**src/hw/rtl/edf_pkg.sv**
```systemverilog
package edf_pkg;

    localparam int TICK_W        = 32;
    localparam int STATUS_W      = 2;
    localparam int TIDX_W        = 3;
    localparam int MASK_W        = 8;
    localparam int MAX_TASKS_DEF = 8;

    localparam logic [STATUS_W-1:0] ST_SELECTED = 2'd0;
    localparam logic [STATUS_W-1:0] ST_IDLE     = 2'd1;
    localparam logic [STATUS_W-1:0] ST_ADDED    = 2'd2;
    localparam logic [STATUS_W-1:0] ST_FULL     = 2'd3;

    localparam logic OP_ADD      = 1'b0;
    localparam logic OP_SCHEDULE = 1'b1;

    typedef struct packed {
        logic [TICK_W-1:0] dl;
        logic [TICK_W-1:0] wc;
        logic [TICK_W-1:0] per;
        logic [TICK_W-1:0] ls;
        logic [TICK_W-1:0] cc;
    } t_task;

    typedef enum logic [3:0] {
        S_IDLE,
        S_ADD1,
        S_ADD2,
        S_RD,
        S_HOR,
        S_TEST,
        S_RST,
        S_WIN1,
        S_WIN2
    } t_state;

endpackage

```
**src/hw/rtl/edf_ram.sv**
```systemverilog
module edf_ram #(
    parameter int WIDTH = 32,
    parameter int DEPTH = 8,
    parameter int AW    = (DEPTH > 1) ? $clog2(DEPTH) : 1
) (
    input  logic             i_clk,
    input  logic             i_we,
    input  logic [AW-1:0]    i_waddr,
    input  logic [WIDTH-1:0] i_wdata,
    input  logic             i_re,
    input  logic [AW-1:0]    i_raddr,
    output logic [WIDTH-1:0] o_rdata
);

    logic [WIDTH-1:0] r_mem [DEPTH];
    logic [WIDTH-1:0] r_q;

    always_ff @(posedge i_clk) begin
        if (i_we) begin
            r_mem[i_waddr] <= i_wdata;
        end
        if (i_re) begin
            r_q <= r_mem[i_raddr];
        end
    end

    assign o_rdata = r_q;

endmodule

```
**src/hw/rtl/edf_latest_start_scheduler.sv**
```systemverilog
// Latest-start scheduler over a table of periodic tasks.
// Command port: drive the item fields and raise start; the item is taken at a
// clock edge where start is high and busy is low. busy stays high while the
// item is worked on. The result (status, task_index, missed_mask) is on the
// o_ ports for exactly one cycle with o_done high and must be taken then.
// busy is already low in that cycle, so the next start may be taken at the
// same edge that takes the result.
// An add sums tick and deadline, subtracts the wcet and writes the entry;
// an add to a full table is answered from idle. A schedule reads each
// task in the table, restarts any whose latest start was missed, and
// updates the selected task, if any. Each task costs one registered table
// read and one or two passes through the single shared 32-bit adder,
// which also computes every latest start and call count update.
// Reset (synchronous, active low) empties the table and idles the block;
// table entries hold no reset value and are written by adds before use.
// The receiver cannot stall: each result beat is shown for one cycle only.
module edf_latest_start_scheduler #(
    parameter int MAX_TASKS = edf_pkg::MAX_TASKS_DEF
) (
    input  logic                          i_clk,
    input  logic                          i_rst_n,
    input  logic                          start,
    output logic                          busy,
    input  logic                          i_operation,
    input  logic [edf_pkg::TICK_W-1:0]    i_current_tick,
    input  logic [edf_pkg::TICK_W-1:0]    i_relative_deadline,
    input  logic [edf_pkg::TICK_W-1:0]    i_worst_case_time,
    input  logic [edf_pkg::TICK_W-1:0]    i_task_period,
    output logic                          o_done,
    output logic [edf_pkg::STATUS_W-1:0]  o_status,
    output logic [edf_pkg::TIDX_W-1:0]    o_task_index,
    output logic [edf_pkg::MASK_W-1:0]    o_missed_mask
);
    import edf_pkg::*;

    localparam int IW = (MAX_TASKS > 1) ? $clog2(MAX_TASKS) : 1;
    localparam int CW = $clog2(MAX_TASKS + 1);

    t_state r_state, n_state;
    logic [CW-1:0] r_count, n_count;
    logic [CW-1:0] r_i, n_i;
    logic r_have, n_have;
    logic [IW-1:0] r_best_idx, n_best_idx;
    t_task r_best, n_best;
    logic [TICK_W-1:0] r_tick, n_tick;
    logic [TICK_W-1:0] r_dl, n_dl;
    logic [TICK_W-1:0] r_wc, n_wc;
    logic [TICK_W-1:0] r_per, n_per;
    logic [TICK_W-1:0] r_acc, n_acc;
    logic [MASK_W-1:0] r_missed, n_missed;
    logic r_done, n_done;
    logic [STATUS_W-1:0] r_status, n_status;
    logic [TIDX_W-1:0] r_tidx, n_tidx;

    logic ram_we, ram_re;
    logic [IW-1:0] ram_waddr, ram_raddr;
    t_task ram_d, ram_q;

    logic [TICK_W-1:0] alu_a, alu_b, alu_y;
    logic alu_sub;
    logic better;

    edf_ram #(
        .WIDTH ($bits(t_task)),
        .DEPTH (MAX_TASKS),
        .AW    (IW)
    ) u_table (
        .i_clk   (i_clk),
        .i_we    (ram_we),
        .i_waddr (ram_waddr),
        .i_wdata (ram_d),
        .i_re    (ram_re),
        .i_raddr (ram_raddr),
        .o_rdata (ram_q)
    );

    // shared adder: operand selection by step
    always_comb begin
        alu_a   = r_tick;
        alu_b   = r_dl;
        alu_sub = 1'b0;
        case (r_state)
            S_ADD2: begin
                alu_a   = r_acc;
                alu_b   = r_wc;
                alu_sub = 1'b1;
            end
            S_HOR: begin
                alu_a = r_tick;
                alu_b = ram_q.dl;
            end
            S_RST: begin
                alu_a   = r_acc;
                alu_b   = ram_q.wc;
                alu_sub = 1'b1;
            end
            S_WIN1: begin
                alu_a = r_best.ls;
                alu_b = r_best.per;
            end
            S_WIN2: begin
                alu_a = r_best.cc;
                alu_b = TICK_W'(1);
            end
            default: begin
                alu_a = r_tick;
                alu_b = r_dl;
            end
        endcase
    end

    assign alu_y = alu_sub ? (alu_a - alu_b) : (alu_a + alu_b);

    // earlier latest start wins, then lower call count, then lower index
    assign better = !r_have || (ram_q.ls < r_best.ls) ||
                    ((ram_q.ls == r_best.ls) && (ram_q.cc < r_best.cc));

    always_comb begin
        n_state    = r_state;
        n_count    = r_count;
        n_i        = r_i;
        n_have     = r_have;
        n_best_idx = r_best_idx;
        n_best     = r_best;
        n_tick     = r_tick;
        n_dl       = r_dl;
        n_wc       = r_wc;
        n_per      = r_per;
        n_acc      = r_acc;
        n_missed   = r_missed;
        n_done     = 1'b0;
        n_status   = r_status;
        n_tidx     = r_tidx;
        ram_we     = 1'b0;
        ram_re     = 1'b0;
        ram_waddr  = r_count[IW-1:0];
        ram_raddr  = r_i[IW-1:0];
        ram_d      = ram_q;
        case (r_state)
            S_IDLE: begin
                if (start) begin
                    n_tick = i_current_tick;
                    n_dl   = i_relative_deadline;
                    n_wc   = i_worst_case_time;
                    n_per  = i_task_period;
                    if (i_operation == OP_ADD) begin
                        if (r_count == CW'(MAX_TASKS)) begin
                            n_done   = 1'b1;
                            n_status = ST_FULL;
                            n_tidx   = '0;
                            n_missed = '0;
                        end else begin
                            n_state = S_ADD1;
                        end
                    end else begin
                        n_i      = '0;
                        n_have   = 1'b0;
                        n_missed = '0;
                        n_state  = S_RD;
                    end
                end
            end
            S_ADD1: begin
                n_acc   = alu_y;
                n_state = S_ADD2;
            end
            S_ADD2: begin
                ram_we    = 1'b1;
                ram_waddr = r_count[IW-1:0];
                ram_d     = '{dl: r_dl, wc: r_wc, per: r_per, ls: alu_y, cc: '0};
                n_count   = r_count + 1'b1;
                n_done    = 1'b1;
                n_status  = ST_ADDED;
                n_tidx    = TIDX_W'(r_count);
                n_missed  = '0;
                n_state   = S_IDLE;
            end
            S_RD: begin
                if (r_i == r_count) begin
                    if (r_have) begin
                        n_state = S_WIN1;
                    end else begin
                        n_done   = 1'b1;
                        n_status = ST_IDLE;
                        n_tidx   = '0;
                        n_state  = S_IDLE;
                    end
                end else begin
                    ram_re  = 1'b1;
                    n_state = S_HOR;
                end
            end
            S_HOR: begin
                // horizon = tick + deadline
                n_acc   = alu_y;
                n_state = S_TEST;
            end
            S_TEST: begin
                if (ram_q.ls > r_acc) begin
                    n_i     = r_i + 1'b1;
                    n_state = S_RD;
                end else if (ram_q.ls < r_tick) begin
                    n_state = S_RST;
                end else begin
                    if (better) begin
                        n_have     = 1'b1;
                        n_best     = ram_q;
                        n_best_idx = r_i[IW-1:0];
                    end
                    n_i     = r_i + 1'b1;
                    n_state = S_RD;
                end
            end
            S_RST: begin
                ram_we    = 1'b1;
                ram_waddr = r_i[IW-1:0];
                ram_d     = ram_q;
                ram_d.ls  = alu_y;
                if (32'(r_i) < 32'(MASK_W)) begin
                    n_missed = r_missed | (MASK_W'(1) << r_i);
                end
                n_i     = r_i + 1'b1;
                n_state = S_RD;
            end
            S_WIN1: begin
                n_acc   = alu_y;
                n_state = S_WIN2;
            end
            S_WIN2: begin
                ram_we    = 1'b1;
                ram_waddr = r_best_idx;
                ram_d     = r_best;
                ram_d.ls  = r_acc;
                ram_d.cc  = alu_y;
                n_done    = 1'b1;
                n_status  = ST_SELECTED;
                n_tidx    = TIDX_W'(r_best_idx);
                n_state   = S_IDLE;
            end
            default: begin
                n_state = S_IDLE;
            end
        endcase
    end

    always_ff @(posedge i_clk) begin
        if (!i_rst_n) begin
            r_state <= S_IDLE;
            r_count <= '0;
            r_i     <= '0;
            r_have  <= 1'b0;
            r_done  <= 1'b0;
        end else begin
            r_state <= n_state;
            r_count <= n_count;
            r_i     <= n_i;
            r_have  <= n_have;
            r_done  <= n_done;
        end
    end

    always_ff @(posedge i_clk) begin
        r_best_idx <= n_best_idx;
        r_best     <= n_best;
        r_tick     <= n_tick;
        r_dl       <= n_dl;
        r_wc       <= n_wc;
        r_per      <= n_per;
        r_acc      <= n_acc;
        r_missed   <= n_missed;
        r_status   <= n_status;
        r_tidx     <= n_tidx;
    end

    assign busy          = (r_state != S_IDLE);
    assign o_done        = r_done;
    assign o_status      = r_status;
    assign o_task_index  = r_tidx;
    assign o_missed_mask = r_missed;

`ifndef ASSERT_OFF
    a_done_idle: assert property (@(posedge i_clk) disable iff (!i_rst_n)
        o_done |-> !busy)
        else $error("result beat while still busy");

    a_count_range: assert property (@(posedge i_clk) disable iff (!i_rst_n)
        r_count <= CW'(MAX_TASKS))
        else $error("task count beyond table depth");

    a_add_grows: assert property (@(posedge i_clk) disable iff (!i_rst_n)
        (o_done && (o_status == ST_ADDED)) |-> (r_count == $past(r_count) + 1'b1))
        else $error("add result without table growth");

    a_add_no_miss: assert property (@(posedge i_clk) disable iff (!i_rst_n)
        (o_done && ((o_status == ST_ADDED) || (o_status == ST_FULL)))
            |-> (o_missed_mask == '0))
        else $error("missed mask set on add result");
`endif

endmodule

```
**config.mk**
```make
export PLATFORM = sky130hd
export DESIGN_NAME = edf_latest_start_scheduler
export DESIGN_NICKNAME = d
export VERILOG_FILES = /design/src/hw/rtl/edf_pkg.sv /design/src/hw/rtl/edf_ram.sv /design/src/hw/rtl/edf_latest_start_scheduler.sv
export SDC_FILE = /design/constraint.sdc
export NUM_CORES = 2
export LEC_CHECK = 0
export CAP_MARGIN = 20
export CORE_MARGIN = 2
export CORE_UTILIZATION = 50
export CTS_BUF_LIST = sky130_fd_sc_hd__clkbuf_8 sky130_fd_sc_hd__clkbuf_16
export DETAILED_ROUTE_END_ITERATION = 10
export DONT_BUFFER_PORTS = 1
export HOLD_SLACK_MARGIN = 0.1
export PLACE_DENSITY = 0.73
export SLEW_MARGIN = 15
export SYNTH_ARGS = -nofsm -noshare
export SYNTH_HDL_FRONTEND = slang
export SYNTH_SLANG_ARGS = --single-unit
```
**constraint.sdc**
```tcl
create_clock -name i_clk -period 52.1 [get_ports i_clk]
set_clock_uncertainty 0.15 [all_clocks]
set_input_delay 13.025 -clock i_clk [delete_from_list [all_inputs] [get_ports i_clk]]
set_output_delay 13.025 -clock i_clk [all_outputs]
set_load 0.005 [all_outputs]
```
# Word-level counts from Yosys, hierarchy flattened
# Memories as Yosys holds them, arrays and structs flattened. A register that Yosys moved wholly into a read port is not among the register bits.
# Cells that the tools add are included.
[classes]
addsub = 4
magnitude_cmp = 5
n_eq_ne = 24
shifts = 1
n_mux = 53
n_bitwise = 3
n_reduce_logical = 21
[ops]
columns = ["operator", "count"]
rows = [
  ["case mux 160 bit (3 select lines)", 1],
  ["case mux 32 bit (5 select lines)", 1],
  ["less-than comparator 32 bit", 3],
  ["case mux 32 bit (3 select lines)", 1],
  ["adder 32 bit", 1],
  ["equality test 32 bit", 1],
  ["greater-than comparator 32 bit", 1],
  ["two-way mux 32 bit", 1],
  ["two-way mux 4 bit", 8],
  ["two-way mux 8 bit", 4],
  ["subtractor 32 bit", 1],
  ["case mux 4 bit (7 select lines)", 1],
  ["two-way mux 3 bit", 8],
  ["case mux 8 bit (3 select lines)", 1],
  ["inequality test 2 bit (second input constant)", 10],
  ["equality test 4 x 3 -> 1 bit (second input constant)", 4],
  ["two-way mux 1 bit", 16],
  ["case mux 3 bit (4 select lines)", 1],
  ["case mux 4 bit (3 select lines)", 1],
  ["AND reduction 4 bit", 3],
  ["AND reduction 6 bit", 2],
  ["two-way mux 2 bit", 5],
  ["inequality test 3 bit (second input constant)", 3],
  ["adder 4 x 1 -> 4 bit (second input constant)", 2],
  ["other kinds (22)", 31],
]
[totals]
regBits = 350
ram_bits = 1280
inputBits = 132
memories = 1
[memory_table]
columns = ["name", "words", "word_bits", "read_ports", "rd_ports_with_merged_regs", "write_ports", "line", "text"]
rows = [
  ["u_table.r_mem", 8, 160, 1, 1, 1, "edf_ram.sv:15", "logic [WIDTH-1:0] r_mem [DEPTH];"],
]

# Logic depth before layout (Yosys ltp)
[logic_depth]
ltp_word = 7
depth_mapped = 24
ltp_nobuf = 21

# By module
# From an unflattened synthesis, not the netlist that was laid out.
[unflattened]
cells_unflattened = 3988
hier_area_um2 = 74816.8
[by_module_without_submodules]
columns = ["module", "instances", "cells_per_inst", "area_per_inst_um2", "seq_area_each_um2"]
rows = [
  ["edf_ram", 1, 2023, 53929.2, 43241.5],
  ["edf_latest_start_scheduler", 1, 1965, 20887.5, 10369.9],
]

# Least setup slack after synthesis
# OpenSTA, ideal clock, no wires.
[synth_path]
kind = "register -> register"
from = "register r_state[2]"
to = "register u_table.r_q[0] (netlist: u_table.o_rdata[0]), read port of u_table.r_mem, enable pin"
setup_ns = 1.129
arrival_time_ns = 17.494
path_slack_ns = 33.327
stages_incl_launch_ff = 6
path_buffers = 4
period_less_slack_ns = 18.773
cell_sequence = "dfxtp_1 > buf_6 > buf_2 > buf_2 > clkbuf_1 > nor4b_1"
[synth_via]
elab_chain_cells = 2
[synth_lines]
columns = ["item", "line", "text"]
rows = [
  ["from (decl)", "edf_latest_start_scheduler.sv:39", "t_state r_state, n_state;"],
  ["from (signal assigned)", "edf_latest_start_scheduler.sv:254", "r_state <= n_state;"],
  ["equality test 4 x 2 -> 1 bit", "edf_latest_start_scheduler.sv:139", "case (r_state)"],
  ["two-way mux 1 bit", "edf_latest_start_scheduler.sv:139", ""],
  ["named net ram_re", "edf_latest_start_scheduler.sv:55", "logic ram_we, ram_re;"],
  ["to (decl)", "edf_ram.sv:16", "logic [WIDTH-1:0] r_q;"],
]
# The timed path passes the listed nets, and every way through them passes these cells.
# A chain may end at the register's enable or synchronous reset.

# Worst setup path in the final report
[layout_path]
from = "register r_state[2]"
to = "output port busy"
[layout_via]
elab_chain_cells = 1
[layout_lines]
columns = ["item", "line", "text"]
rows = [
  ["nonzero test 4 bit", "edf_latest_start_scheduler.sv:275", "assign busy = (r_state != S_IDLE);"],
  ["to (decl)", "edf_latest_start_scheduler.sv:23", "output logic busy,"],
]
# Every way passes these cells.

==> metrics.md <==
| Metric | Value |
|---|---|
| Die Wd | 389 microns |
| Final wirelength | 186,000 microns |
| TritonCTS clock tree | done |
| Final HPWL DP | 109,000 microns |
| DRT Pass-1 Iters | 6 |
| Non-filler cells, final | 6,504 |
| Total track usage | 24.5% |
| Ys flop type | edfxtp_1 |
| Antenna Violating Nets Remaining | 0 |
| Clock Sinks | 1,790 |
| Setup TNS | 0 ns |
| Max-slew violations | 0 |
| Insertion delay to the later sink of the worst-skew pair | 0.84 ns |
| Setup repair bufs after CTS | 0 |
| I/O Pins | 147 |
| Multi-input gate area | 19,100 sq um |
| Min Tclk post-route | 15.40 ns |
| Crit Path Category | flop to output port |
| Synth warn | 0 |
| Initial antenna violation count | 2 |
| Mean Syn Cell Area | 16.9 sq um |
| Row count | 141 |
| Final GP Congestion | 0.930 |
| Number of synthesized flops with an enable pin | 1,776 |
| Sequential share of the synthesized area | 72.5% |
| Via count | 40,983 |
| RSZ-0062 raised after global routing | false |
| CTS Hold Buffers Added | 0 |
| PwrDens | 38.9 nW/um^2 |
| Grt ovf | 0 |
| Final period util | 29.6% |
| CTS H-tree lvls | 4 |
| Clock buffer count from CTS | 179 |
| Storage cell area | 53,600 sq um |
| Outcome | completed |
| Required time of the critical path | 38.93 ns |
| CTS max path bufs | 3 |
| Nets@finish | 4,727 |
| Startpoint types | flop |
| Flops & latches, synth | 1,790 |
| Root Buffer | clkbuf_16 |
| Worst Setup End Kind | output port |
| Max Fclk | 0.0649 GHz |
| Setup violators final | 0 |
| Yosys cell types | 81 |
| Crit path max fanout | 48 |
| Hold Path Class | flop to flop |
| Area Growth Syn to Fin | 11.4% |
| Vias in the first global route | 40,365 |
| WL per Instance | 28.6 microns |
| FILL cells | 10,777 |
| Worst-path clk slew | 0.06 ns |
| Slew HR | 20.8% |
| Drc violations | 0 |
| Layout cells sized above 1 | 15.5% |
| Core outline area | 147,000 sq um |
| First-pass GRT wire length | 272,000 microns |
| Leakage | 0.0279 uW |
| VDD IR max | 0.0000361 V |
| Post-synth net total | 4,681 |
| Cells after synthesis | 4,375 |
| Max-Cap Viols | 0 |
| Hold Fails Final Rpt | 0 |
| Total die area | 151,000 sq um |
| Die H | 389 microns |
| Most common cell after layout, fill and taps aside | edfxtp_1 |
| Slew @ Worst Pin | 1.18 ns |
| Initial core utilization | 50.2% |
| Commonest non-fill, non-tap cells in the layout | edfxtp_1, nand2_1, mux4_2 |
| Worst path arrival time | 2.23 ns |
| Post_cts resized | 0 |
| DRT iter0 DRCs | 5,037 |
| Area of the mapped netlist | 74,000 sq um |
| Cell total after placement | 6,167 |
| Avg Vias per Cell | 6.30 |
| Largest net degree at the start of global routing | 146 |
| IO Port Bufs | 0 |
| Synth async-reset ratio | 0% |
## synth_stat cells, types with 16 or more instances
cell type | instances | area share, %
clkbuf_1 | 128 | 0.65
edfxtp_1 | 1776 | 72
o22ai_1 | 34 | 0.29
nand2_1 | 738 | 3.7
buf_1 | 62 | 0.31
xnor2_1 | 33 | 0.39
a22oi_1 | 123 | 1.2
mux4_2 | 320 | 9.7
nor2_1 | 127 | 0.64
nand4_1 | 35 | 0.30
a221o_1 | 61 | 0.83
a21o_1 | 54 | 0.55
nand3_1 | 29 | 0.20
nor3_1 | 21 | 0.14
a21oi_1 | 85 | 0.58
ha_1 | 173 | 2.9
a22o_1 | 36 | 0.43
mux2i_1 | 28 | 0.38
o21ai_0 | 68 | 0.46
inv_1 | 151 | 0.77
o21a_1 | 16 | 0.16
xor2_1 | 29 | 0.34
## sequential cells by signal, indices dropped and copies added, names as in the netlist
| register | count |
|---|---|
| r_acc | 32 |
| r_count | 4 |
| o_missed_mask | 8 |
| o_status | 2 |
| o_done | 1 |
| r_best | 160 |
| r_i | 4 |
| u_table.o_rdata | 160 |
| r_have | 1 |
| u_table.r_mem | 1280 |
| r_best_idx | 3 |
| r_state | 4 |
| o_task_index | 3 |
| r_dl | 32 |
| r_per | 32 |
| r_tick | 32 |
| r_wc | 32 |
## cell families after synthesis
kind of cell / after synthesis / share of synthesized area (%)
adder cells (fa/ha/maj): 174 / 2.95
XOR/XNOR: 62 / 0.734
AO/OA/AOI/OAI: 584 / 5.74
buffers and inverters: 363 / 1.92
flip-flops: 1790 / 72.5
AND/OR/NAND/NOR: 1043 / 5.88
multiplexers: 359 / 10.3
## power by group
group	switching, uW	total, uW	internal [uW]
combinational	174	252	78.2
clock	561	1310	749
sequential	18.8	1640	1630
## metal layers
metal / up-vias / track usage [%] / wire, microns
met5: - / 0 / 10
met4: 2 / 10.2 / 7990
met3: 348 / 5.56 / 19600
met2: 2303 / 37.3 / 85000
met1: 21033 / 34.4 / 73300
li1: 17297 / - / -
## final timing paths
path | startpoint | cells past startpoint | slack (ns) | to
max | r_state[2] | 3 | 36.70 | busy
min | u_table.o_rdata[65] | 0 | 0.29 | r_best[65]
max reg2reg | r_state[2] | 23 | 43.39 | u_table.r_mem[0][62]
min reg2reg | u_table.o_rdata[65] | 0 | 0.29 | r_best[65]
## stage by stage
step           cell area (sq um)  total power, uW  hold slack (ns)  setup slack (ns)  util (%)
6_report                   82400             3210            0.295             36.70      56.0
5_1_grt                    82400             3300            0.309             36.60      56.0
4_1_cts                    82400             3220            0.291             36.65      55.9
3_5_place_dp               76300             1920            0.282             36.70      51.8
3_3_place_gp               76300             1910            0.278             36.83      51.8
2_1_floorplan              74000             1830            0.276             33.33         -
## worst max-delay path: stages (launching register included)
cell and delay (ns):
dfxtp_2 0.31, buf_4 0.61, nor2_1 0.24, nand2_1 0.22
## final cells by class
| type | instances | area share [%] |
|---|---|---|
| flip-flops and latches | 1790 | 65.1 |
| multi-input cells | 2222 | 23.1 |
| clock buffers | 181 | 5.49 |
| well taps | 1930 | 2.93 |
| clock inverters | 151 | 1.88 |
| repair buffers | 75 | 0.798 |
| inverters | 153 | 0.703 |
| diodes | 2 | 0.00607 |
No activity file was read; power rests on OpenSTA's default activity.
